===== src/rtl/core/nbihs_pkg.sv =====
`default_nettype none
// ----------------------------------------------------------------------------
// N-band IHS transform package
// Shared widths, configuration register codes, the pipeline step record and
// the arctangent table used by the angle pipeline.
// ----------------------------------------------------------------------------
package nbihs_pkg;

    localparam int MAX_BANDS        = 4;
    localparam int LANES            = 4;
    localparam int ANGLE_ITERATIONS = 16;
    localparam int TAB_LEN          = 24;
    localparam int BAND_LIMIT       = (MAX_BANDS < LANES) ? MAX_BANDS : LANES;

    localparam int PIX_W    = 8;
    localparam int CNT_W    = 3;
    localparam int REG_W    = 32;
    localparam int COEF_W   = 16;
    localparam int PROD_W   = PIX_W + 1 + COEF_W;
    localparam int SUM_W    = PROD_W + 2;
    localparam int PRE_SH   = 24;
    localparam int CW       = SUM_W + PRE_SH + 2;
    localparam int ZW       = 35;
    localparam int QUO_W    = 16;
    localparam int HUE_W    = 16;
    localparam int ANGLE_W  = 33;
    localparam int PHI_W    = 31;
    localparam int CFG_IDX_W = 3;

    localparam int PIPE_STEPS = (ANGLE_ITERATIONS > QUO_W) ? ANGLE_ITERATIONS : QUO_W;
    localparam int STEP_W     = $clog2(PIPE_STEPS);

    localparam logic [REG_W-1:0] COEF_RESET  = 32'h0000_4000;
    localparam logic [CNT_W-1:0] COUNT_RESET = 3'd3;
    localparam logic [HUE_W-1:0] HUE_MAX     = 16'd65279;

    typedef enum logic [CFG_IDX_W-1:0] {
        REG_BAND_COUNT = 3'd0,
        REG_BAND0_COEF = 3'd1,
        REG_BAND1_COEF = 3'd2,
        REG_BAND2_COEF = 3'd3,
        REG_BAND3_COEF = 3'd4
    } cfg_idx_t;

    // One slot of the combined CORDIC / saturation divider pipeline.
    typedef struct packed {
        logic signed [CW-1:0] x;
        logic signed [CW-1:0] y;
        logic signed [ZW-1:0] z;
        logic                 c_neg;
        logic                 s_neg;
        logic                 y_zero;
        logic [PIX_W-1:0]     mx;
        logic [PIX_W-1:0]     rem;
        logic [QUO_W-1:0]     num;
        logic [QUO_W-1:0]     quo;
    } step_t;

    // Arctangent of 2^-i in units of 2^-32 turn.
    function automatic logic [31:0] atan_entry(input logic [4:0] i);
        logic [31:0] r;
        case (i)
            5'd0:  r = 32'h20000000;
            5'd1:  r = 32'h12E4051E;
            5'd2:  r = 32'h09FB385B;
            5'd3:  r = 32'h051111D4;
            5'd4:  r = 32'h028B0D43;
            5'd5:  r = 32'h0145D7E1;
            5'd6:  r = 32'h00A2F61E;
            5'd7:  r = 32'h00517C55;
            5'd8:  r = 32'h0028BE53;
            5'd9:  r = 32'h00145F2F;
            5'd10: r = 32'h000A2F98;
            5'd11: r = 32'h000517CC;
            5'd12: r = 32'h00028BE6;
            5'd13: r = 32'h000145F3;
            5'd14: r = 32'h0000A2FA;
            5'd15: r = 32'h0000517D;
            5'd16: r = 32'h000028BE;
            5'd17: r = 32'h0000145F;
            5'd18: r = 32'h00000A30;
            5'd19: r = 32'h00000518;
            5'd20: r = 32'h0000028C;
            5'd21: r = 32'h00000146;
            5'd22: r = 32'h000000A3;
            5'd23: r = 32'h00000051;
            default: r = 32'h0;
        endcase
        return r;
    endfunction

endpackage
`default_nettype wire


===== src/rtl/core/nbihs_step.sv =====
`default_nettype none
// ----------------------------------------------------------------------------
// N-band IHS pipeline step
// One vectoring CORDIC rotation and one restoring division bit for the
// saturation quotient, followed by the stage register.
// ----------------------------------------------------------------------------
module nbihs_step (
    input  logic                          clk,
    input  logic                          en,
    input  logic [nbihs_pkg::STEP_W-1:0]  step,
    input  nbihs_pkg::step_t              d_in,
    output nbihs_pkg::step_t              d_reg
);
    import nbihs_pkg::*;

    step_t                d_next;
    logic signed [CW-1:0] xs;
    logic signed [CW-1:0] ys;
    logic signed [ZW-1:0] at;
    logic [PIX_W:0]       r9;
    logic                 qbit;
    logic                 do_rot;
    logic                 do_div;

    assign do_rot = (int'(step) < ANGLE_ITERATIONS) && (int'(step) < TAB_LEN);
    assign do_div = int'(step) < QUO_W;
    assign xs     = $signed(d_in.x) >>> step;
    assign ys     = $signed(d_in.y) >>> step;
    assign at     = $signed({{(ZW-32){1'b0}}, atan_entry(5'(step))});
    assign r9     = {d_in.rem, d_in.num[QUO_W-1]};
    assign qbit   = r9 >= {1'b0, d_in.mx};

    always_comb
    begin
        d_next = d_in;
        if (do_rot)
        begin
            if (!d_in.y[CW-1])
            begin
                d_next.x = d_in.x + ys;
                d_next.y = d_in.y - xs;
                d_next.z = d_in.z + at;
            end
            else
            begin
                d_next.x = d_in.x - ys;
                d_next.y = d_in.y + xs;
                d_next.z = d_in.z - at;
            end
        end
        if (do_div)
        begin
            d_next.rem = qbit ? PIX_W'(r9 - {1'b0, d_in.mx}) : r9[PIX_W-1:0];
            d_next.num = {d_in.num[QUO_W-2:0], 1'b0};
            d_next.quo = {d_in.quo[QUO_W-2:0], qbit};
        end
    end

    always_ff @(posedge clk)
    begin
        if (en)
        begin
            d_reg <= d_next;
        end
    end

endmodule
`default_nettype wire


===== config.mk =====
export PLATFORM = sky130hd
export DESIGN_NAME = nbihs_step
export DESIGN_NICKNAME = d
export VERILOG_FILES = /design/src/rtl/core/nbihs_pkg.sv /design/src/rtl/core/nbihs_step.sv
export SDC_FILE = /design/constraint.sdc
export NUM_CORES = 1
export LEC_CHECK = 0
export BUFFER_PORTS_ARGS = -buffer_cell sky130_fd_sc_hd__buf_2
export CELL_PAD_IN_SITES_DETAIL_PLACEMENT = 0
export CELL_PAD_IN_SITES_GLOBAL_PLACEMENT = 1
export CORE_UTILIZATION = 40
export CTS_CLUSTER_DIAMETER = 150
export DETAILED_ROUTE_END_ITERATION = 6
export GPL_TIMING_DRIVEN = 0
export PLACE_DENSITY = 0.81
export SLEW_MARGIN = 20
export SYNTH_ARGS = -nofsm -noshare
export SYNTH_HDL_FRONTEND = slang
export SYNTH_SLANG_ARGS = --single-unit

===== constraint.sdc =====
create_clock -name clk -period 7.05 [get_ports clk]
set_input_delay 0.3525 -clock clk [delete_from_list [all_inputs] [get_ports clk]]
set_output_delay 0.3525 -clock clk [all_outputs]
set_load 0.05 [all_outputs]

==> results.yml <==
grt:
  grt_max_degree: 103
  grt_overflow: 0
  grt_pass1_vias: 22200
  grt_pass1_wl_um: 142000
  grt_antenna_before_repair: 12
  grt_use_total_pct: 33.2
timing:
  slew-limit-headroom_pct: 18.3
  setup_violations: 0
  fin_ws_ns: 0.117
  finalSetupTns_ns: 0
  hold_violations: 0
  finalMaxSlewViolations: 0
  fin_crit_ns: 6.93
  period_share_pct: 98.3
  worst_slew_pin_slew_ns: 1.23
  clock.fmax_mhz: 144
finish:
  regArea_um2: 5740
  synthToLayoutAreaGrowth_pct: 19.0
  utilization_pct: 48.1
  multiInputGateArea_um2: 16200
  largest_reg_flops: 191
  fillers: 5467
  drive_above_1_share_pct: 25.4
  finalInstanceArea_um2: 27100
  nets: 3278
yosys:
  syn-cell-area_um2: 22800
  syn_area_per_cell_um2: 9.20
  ys_ff_latch: 191
  synth-async-reset-ratio_pct: 0
  synthCells: 2474
  synth_area_leaders: "edfxtp_1 (25%), mux4_2 (13%), ha_1 (8.9%), xnor2_1 (5.7%), a21oi_1 (4.8%)"
  seq_area_frac_synth_pct: 25.2
  ys.warnings.count: 0
  yosysTopAreaCell: "edfxtp_1"
  synth_top_area_share_pct: 25.2
  yosysUniqueCellTypes: 92
  synth_ff_type: "edfxtp_1"
  synth_nets: 2837
  synth_edf_count: 191
die:
  core-area_um2: 56300
  die_h_um: 241
  rows: 87
  fp.dieW_um: 241
  die_area_um2: 57900
  num_io_pins: 390
  start_util_pct: 40.4
clock_tree:
  tritoncts: "built"
  path_clk_slew_ns: 0.09
  clock-sinks: 191
  clk_root_buffer_cell: "clkbuf_16"
  cts_buffer_depth: 2
  numCtsBuffers: 17
  h-tree-depth: 4
detailed_routing:
  drc: 0
  vias: 23000
  drt_wl_total_um: 97200
  firstDrtPassIters: 6
  wl_per_cell_um: 26.3
  drt_iter0_markers: 2146
  drtAntennaViolNets: 0
  vias_per_cell: 6.23
setup_path:
  start_kind: "primary input"
  cp_max_fo: 10
  max_stage_delay_ns: 0.42
  critPathKind: "primary input to register"
  required_ns: 7.32
  critPathCaptureType: "register"
  worstPathArrival_ns: 7.20
  cp_common_cell: "buf_4"
  critPathSlowestCell: "a2111o_1"
flow_run:
  maxCapViolations: 0
power:
  total_leakage_power_nw: 11.3
  power_density_nw_per_um2: 246
  ir_drop_mv: 0.197
status:
  status: "finished clean"
placement:
  placed_area_um2: 25700
  place_hpwl_um: 77500
  dp_slack_ns: -3.90
  port_buffers: 384
  gp_congestion: 0.976
hold_path:
  hold_path_class: "primary input to register"
cells in the final DEF, fill, tap and decap left out, types with 22 or more instances in the layout:
cell type and instances:
buf_2 396, nand2_1 258, a21oi_1 215, edfxtp_1 191, nor2_1 182, ha_1 156
xnor2_1 147, o21ai_0 128, mux4_2 128, xor2_1 103, a21o_1 78, inv_1 77
mux2i_1 67, nor3_1 52, nand3_1 52, a31oi_1 48, clkbuf_1 47, buf_4 33
dlygate4sd3_1 32, mux2_2 31, nand2b_1 28, nand4_1 28, o21a_1 28, and3_1 27
buf_6 22
timing repair:
item	CTS	global route
buffers inserted	5	10
pin swaps	7	8
hold buffers	32	0
endpoints found under the hold margin	32	0
gates resized for setup	112	50
setup endpoints to repair	123	37
final cells by class:
cell class | count | area share [%]
sequential | 191 | 21.2
clock inverter | 15 | 0.674
tap | 756 | 3.49
timing repair buffer | 433 | 8.87
inverter | 80 | 1.14
buffer | 128 | 3.11
clock buffer | 17 | 1.57
multi-input combinational | 2064 | 59.9
antenna | 4 | 0.0369
power by group:
part	leakage [nW]	switching [mW]	total, mW	internal, mW
clock	0.292	0.559	1.04	0.483
sequential	1.87	0.0719	1.70	1.63
combinational	9.09	2.66	3.92	1.26
total	11.3	3.29	6.66	3.37
per-layer routing:
layer  vias to the layer above  global-route usage (%)  wire, um  share of wire [%]
met3                       211                    7.35      9120                9.4
met5                         -                       0        29              0.030
met2                      1311                    51.5     43000                 44
met4                         6                    13.5      3800                3.9
li1                      10200                       -         -                  -
met1                     11200                    44.8     41200                 42
path summary, 6_finish.rpt:
check	start	end	slack, ns	cells after the start
max	step[3]	d_reg[189]	0.12	31
min	d_in[24]	d_reg[25]	0.04	1
Yosys cell counts, types with 51 or more instances:
library cell / number
a21oi_1: 220
nor3_1: 54
mux2i_1: 67
xor2_1: 103
nand3_1: 52
edfxtp_1: 191
a21o_1: 78
nor2_1: 187
clkbuf_1: 63
inv_1: 78
mux4_2: 128
o21ai_0: 138
ha_1: 161
a31oi_1: 51
nand2_1: 258
xnor2_1: 147
logic make-up after synthesis:
| group | synth area share (%) |
|---|---|
| AOI/OAI and AO/OA | 18.9 |
| xor gates and xnor gates | 9.62 |
| adders and majority gates | 9.20 |
| buffers and inverters | 4.44 |
| DFF | 25.2 |
| muxes | 17.5 |
| other | 0.0165 |
| and+or+nand+nor | 15.1 |
critical path: cells and delay by family:
kind                     cells  cell delay [ns]
buffers and inverters       12             2.74
AO/OA/AOI/OAI               11             2.55
AND/OR/NAND/NOR              4             0.65
adder cells (fa/ha/maj)      2             0.56
XOR/XNOR                     2             0.29
per-stage QoR:
stage	power, mW	hold WS, ns	cells
after floorplan	4.51	0.451	2474
after global placement	5.48	0.529	3614
after detailed placement	5.50	0.531	3615
after CTS	6.63	0.000273	3679
after global routing	7.01	0.0170	3686
final	6.66	0.0435	3688
Note: power is estimated with default switching activity, not from simulation.
