--- config.mk ---
export PLATFORM = sky130hd
export DESIGN_NAME = nbihs_lane
export DESIGN_NICKNAME = d
export VERILOG_FILES = /design/src/rtl/core/nbihs_pkg.sv /design/src/rtl/core/nbihs_lane.sv
export SDC_FILE = /design/constraint.sdc
export NUM_CORES = 1
export LEC_CHECK = 0
export ABC_CLOCK_PERIOD_IN_PS = 8500
export BUFFER_PORTS_ARGS = -buffer_cell sky130_fd_sc_hd__buf_2
export CELL_PAD_IN_SITES_DETAIL_PLACEMENT = 0
export CELL_PAD_IN_SITES_GLOBAL_PLACEMENT = 1
export CORE_ASPECT_RATIO = 0.7
export CORE_MARGIN = 2
export CORE_UTILIZATION = 35
export DETAILED_ROUTE_END_ITERATION = 10
export HOLD_SLACK_MARGIN = 0.03
export MAX_ROUTING_LAYER = met4
export PLACE_DENSITY_LB_ADDON = 0.2
export SLEW_MARGIN = 10
export SYNTH_ARGS = -nofsm -noshare
export SYNTH_HDL_FRONTEND = slang
export SYNTH_SLANG_ARGS = --single-unit
--- constraint.sdc ---
create_clock -name clk -period 8.5 [get_ports clk]
set_clock_uncertainty 0.1 [all_clocks]
set_input_delay 0.85 -clock clk [delete_from_list [all_inputs] [get_ports clk]]
set_output_delay 0.85 -clock clk [all_outputs]
set_load 0.05 [all_outputs]
--- src/rtl/core/nbihs_pkg.sv ---
`default_nettype none
// ----------------------------------------------------------------------------
// N-band IHS transform package
// Shared widths, configuration register codes, the pipeline step record and
// the arctangent table used by the angle pipeline.
// ----------------------------------------------------------------------------
package nbihs_pkg;

    localparam int MAX_BANDS        = 4;
    localparam int LANES            = 4;
    localparam int ANGLE_ITERATIONS = 16;
    localparam int TAB_LEN          = 24;
    localparam int BAND_LIMIT       = (MAX_BANDS < LANES) ? MAX_BANDS : LANES;

    localparam int PIX_W    = 8;
    localparam int CNT_W    = 3;
    localparam int REG_W    = 32;
    localparam int COEF_W   = 16;
    localparam int PROD_W   = PIX_W + 1 + COEF_W;
    localparam int SUM_W    = PROD_W + 2;
    localparam int PRE_SH   = 24;
    localparam int CW       = SUM_W + PRE_SH + 2;
    localparam int ZW       = 35;
    localparam int QUO_W    = 16;
    localparam int HUE_W    = 16;
    localparam int ANGLE_W  = 33;
    localparam int PHI_W    = 31;
    localparam int CFG_IDX_W = 3;

    localparam int PIPE_STEPS = (ANGLE_ITERATIONS > QUO_W) ? ANGLE_ITERATIONS : QUO_W;
    localparam int STEP_W     = $clog2(PIPE_STEPS);

    localparam logic [REG_W-1:0] COEF_RESET  = 32'h0000_4000;
    localparam logic [CNT_W-1:0] COUNT_RESET = 3'd3;
    localparam logic [HUE_W-1:0] HUE_MAX     = 16'd65279;

    typedef enum logic [CFG_IDX_W-1:0] {
        REG_BAND_COUNT = 3'd0,
        REG_BAND0_COEF = 3'd1,
        REG_BAND1_COEF = 3'd2,
        REG_BAND2_COEF = 3'd3,
        REG_BAND3_COEF = 3'd4
    } cfg_idx_t;

    // One slot of the combined CORDIC / saturation divider pipeline.
    typedef struct packed {
        logic signed [CW-1:0] x;
        logic signed [CW-1:0] y;
        logic signed [ZW-1:0] z;
        logic                 c_neg;
        logic                 s_neg;
        logic                 y_zero;
        logic [PIX_W-1:0]     mx;
        logic [PIX_W-1:0]     rem;
        logic [QUO_W-1:0]     num;
        logic [QUO_W-1:0]     quo;
    } step_t;

    // Arctangent of 2^-i in units of 2^-32 turn.
    function automatic logic [31:0] atan_entry(input logic [4:0] i);
        logic [31:0] r;
        case (i)
            5'd0:  r = 32'h20000000;
            5'd1:  r = 32'h12E4051E;
            5'd2:  r = 32'h09FB385B;
            5'd3:  r = 32'h051111D4;
            5'd4:  r = 32'h028B0D43;
            5'd5:  r = 32'h0145D7E1;
            5'd6:  r = 32'h00A2F61E;
            5'd7:  r = 32'h00517C55;
            5'd8:  r = 32'h0028BE53;
            5'd9:  r = 32'h00145F2F;
            5'd10: r = 32'h000A2F98;
            5'd11: r = 32'h000517CC;
            5'd12: r = 32'h00028BE6;
            5'd13: r = 32'h000145F3;
            5'd14: r = 32'h0000A2FA;
            5'd15: r = 32'h0000517D;
            5'd16: r = 32'h000028BE;
            5'd17: r = 32'h0000145F;
            5'd18: r = 32'h00000A30;
            5'd19: r = 32'h00000518;
            5'd20: r = 32'h0000028C;
            5'd21: r = 32'h00000146;
            5'd22: r = 32'h000000A3;
            5'd23: r = 32'h00000051;
            default: r = 32'h0;
        endcase
        return r;
    endfunction

endpackage
`default_nettype wire

--- src/rtl/core/nbihs_lane.sv ---
`default_nettype none
// ----------------------------------------------------------------------------
// N-band IHS band lane
// Forms one band's excess over the pixel minimum and weights it by the band's
// sine and cosine, with the two products registered.
// ----------------------------------------------------------------------------
module nbihs_lane (
    input  logic                                   clk,
    input  logic                                   en,
    input  logic                                   active,
    input  logic [nbihs_pkg::PIX_W-1:0]            value,
    input  logic [nbihs_pkg::PIX_W-1:0]            mn,
    input  logic [nbihs_pkg::REG_W-1:0]            coef,
    output logic signed [nbihs_pkg::PROD_W-1:0]    prod_s_reg,
    output logic signed [nbihs_pkg::PROD_W-1:0]    prod_c_reg
);
    import nbihs_pkg::*;

    logic [PIX_W-1:0]         diff;
    logic signed [PROD_W-1:0] prod_s_next;
    logic signed [PROD_W-1:0] prod_c_next;

    // Unused lanes contribute nothing to the sums.
    assign diff        = active ? (value - mn) : '0;
    assign prod_s_next = $signed({1'b0, diff}) * $signed(coef[REG_W-1:COEF_W]);
    assign prod_c_next = $signed({1'b0, diff}) * $signed(coef[COEF_W-1:0]);

    always_ff @(posedge clk)
    begin
        if (en)
        begin
            prod_s_reg <= prod_s_next;
            prod_c_reg <= prod_c_next;
        end
    end

endmodule
`default_nettype wire

==> out/metrics.cfg <==
[timing]
min_period_over_period_pct = 83.1
rsz0062_at_grt = no
final_max_slew_viol_count = 0
tightestPinTransition_ps = 946
max-slew-margin-rel_pct = 36.6
fmax_mhz = 142
period_needed_ps = 7060
hold_viol_final = 0
fin_tns_setup_ps = 0
setup_viol = 0

[die]
initial_utilization_pct = 35.7
fp.dieH_um = 156
core_area_um2 = 32400
fp.dieArea_um2 = 34600
io_pins = 101
die_width_um = 221
rows = 55

[logic_synthesis]
ys_warn_count = 0
synth_async_sr_flop_share_pct = 0
synthAdderAreaFrac_pct = 47.0
synth_seq_cells = 50
yosys.area_share.simple_pct = 14.1
mappedNetlistNets = 1622
synth_xor_area_share_pct = 3.78
syn_inst = 1259
ys_seq_area_share_pct = 13.0
synth_edf_count = 50
synth_compound_area_share_pct = 9.71
synth.distinct_cells = 59
syn_area_per_cell_um2 = 9.19
synthFlopType = edfxtp_1
synth_top_family_by_area = adder cells
synth.area.mux_share_pct = 0.184
netlist_area_um2 = 11600

[cells_and_area]
final_cell_count_no_fill = 1758
layout-drive-gt1-share_pct = 10.3
fillCellCount = 3352
multi_input_area_um2 = 8690
area_growth_pct = 9.51
final_area_um2 = 12700
seqCellArea_um2 = 1500
final_net_count = 1692

[job]
drv_cap = 0

[worst_hold_path]
hold_end = prod_c_reg[0]
min_from = coef[0]
hold_path_class = input port to flop
hold_path_depth = 2

[detailed_routing]
met3WireLength_mm = 1.16
vias = 8679
drc = 0
dr.pass1.iters = 5
post_drt_wl_per_cell_um = 15.7
vias_per_cell = 4.94
drtAntennaViolNets = 0
drt-total-wl_mm = 27.6
highest_layer = met4
wl_met2_mm = 11.4
first_iter_violations = 530
wl_met1_mm = 14.7

[clocking]
cts_resized = 0
cts_buffers = 5
clkTransAtPathRegs_ps = 80
clk_path_buf_depth = 2
cts_tree = yes
cts_setup_buffers = 0
cts_root_buffer = clkbuf_16
hold_buffers = 0
ctsHtreeMaxLevel = 2
clock_sinks = 50

[power]
power.static_leakage_nw = 7.01
ir_drop_mv = 0.138
p_per_area_nw_per_um2 = 289

[grt]
antenna_found_initial = 1
first_global_vias = 8782
grt_first_pass_wirelength_mm = 46.1
grt_usage_pct = 17.3
overflow = 0
grt_max_degree = 53

[critical_path]
crit_type = input port to flop
cp.required_ps = 8460
crit_arrival_ps = 7020
critPathLaunchType = input port
crit_fanout = 9
worst_setup_path_end_kind = flop

[place]
gp_congestion = 0.815
placed_cells = 1749
io_buffers = 100
hpwlAfterDp_mm = 22.3
postPlaceCellArea_um2 = 12500

[run_status]
status = complete, no violations

[worst max path at each step]
stage | depth (start not counted) | startpoint | slack, ps | endpoint
floorplan | 23 | value[0] | 2130 | prod_c_reg[24]
global placement | 24 | value[0] | 1150 | prod_c_reg[23]
detailed placement | 24 | value[0] | 1130 | prod_c_reg[23]
CTS | 24 | value[0] | 1450 | prod_c_reg[23]
global route | 24 | value[0] | 1080 | prod_c_reg[23]
finish | 24 | value[0] | 1440 | prod_c_reg[23]
[worst max-delay path, stage by stage]
cell	delay, ps
buf_2	90
inv_1	50
ha_1	250
inv_1	80
fa_1	420
a21o_1	190
a21oi_2	200
xnor2_2	130
and2_1	520
nand2_1	160
fa_1	500
fa_1	560
inv_1	50
fa_1	470
inv_1	50
fa_1	470
inv_1	40
ha_1	340
a21oi_1	150
o211ai_1	250
a31oi_1	420
a21oi_1	190
o31ai_1	450
xnor2_1	130
[routing by layer]
layer | vias up | track usage [%]
met2 | 168 | 24.4
li1 | 4067 | -
met5 | - | -
met1 | 4430 | 26.2
met4 | 0 | 2.78
met3 | 14 | 2.62
[cell type report]
class | instances | share of cell area, %
clock buffer | 5 | 0.987
tap | 427 | 4.21
multi-input combinational | 842 | 68.6
timing repair buffer | 116 | 4.90
clock inverter | 3 | 0.168
antenna | 1 | 0.0197
inverter | 314 | 9.30
sequential | 50 | 11.8
[cells in the mapped netlist (2+ instances only)]
master | instances | area (um^2)
o21ai_1 | 2 | 10.0
inv_1 | 314 | 1180
o21a_1 | 4 | 30.0
nand2b_1 | 6 | 37.5
buf_2 | 6 | 30.0
a21oi_1 | 38 | 190
fa_1 | 205 | 4100
a221oi_1 | 3 | 26.3
a21o_2 | 2 | 17.5
nand2_1 | 141 | 529
o31ai_1 | 3 | 22.5
a21o_1 | 16 | 120
and3_1 | 61 | 382
buf_6 | 3 | 33.8
clkbuf_1 | 37 | 139
nand3b_1 | 2 | 15.0
and2_1 | 64 | 400
nor2b_1 | 6 | 37.5
nor2_1 | 17 | 63.8
xor2_1 | 17 | 149
nor3_1 | 4 | 20.0
a41oi_1 | 2 | 17.5
clkbuf_2 | 3 | 15.0
nand4_1 | 7 | 43.8
a31oi_1 | 6 | 37.5
buf_1 | 2 | 7.51
o211ai_1 | 10 | 75.1
a211oi_1 | 2 | 15.0
edfxtp_1 | 50 | 1500
o21ai_0 | 16 | 80.1
xnor2_1 | 33 | 289
ha_1 | 107 | 1340
nand3_1 | 11 | 55.1
o21bai_1 | 3 | 22.5
o211a_1 | 32 | 320
[per-stage QoR]
step	util [%]	total power, mW	hold slack, ps	setup WS, ps
5_1_grt	39.1	4.09	855	1080
6_report	39.1	3.66	848	1440
3_5_place_dp	38.7	3.45	1190	1130
2_1_floorplan	-	2.83	862	2130
3_3_place_gp	38.7	3.45	1200	1150
4_1_cts	39.1	3.70	832	1450
[report_power, final]
group	leakage [nW]	internal [mW]	switching (mW)
Sequential	0.488	0.494	0.0280
Combinational	6.45	1.05	1.86
Clock	0.0714	0.110	0.113
[cell families (layout without fill, tap and decap cells)]
kind of cell	after synthesis	after routing
AND/OR/NAND/NOR	325	325
adder cells (fa/ha/maj)	312	312
flip-flops	50	50
XOR/XNOR	50	50
AO/OA/AOI/OAI	153	153
multiplexers	2	2
other	0	1
buffers and inverters	367	438
[layout by cell type (no fill, tap or decap), drive strengths merged, types with 7 or more instances in the layout]
master,instances
and3,61
and2,65
inv,314
nand2,141
edfxtp,50
o211ai,10
a21oi,39
nand3,11
xnor2,33
ha,107
o211a,32
fa,205
o21ai,19
nor2,17
nand4,7
xor2,17
a21o,18
buf,116
(Power assumes the default switching activity.)
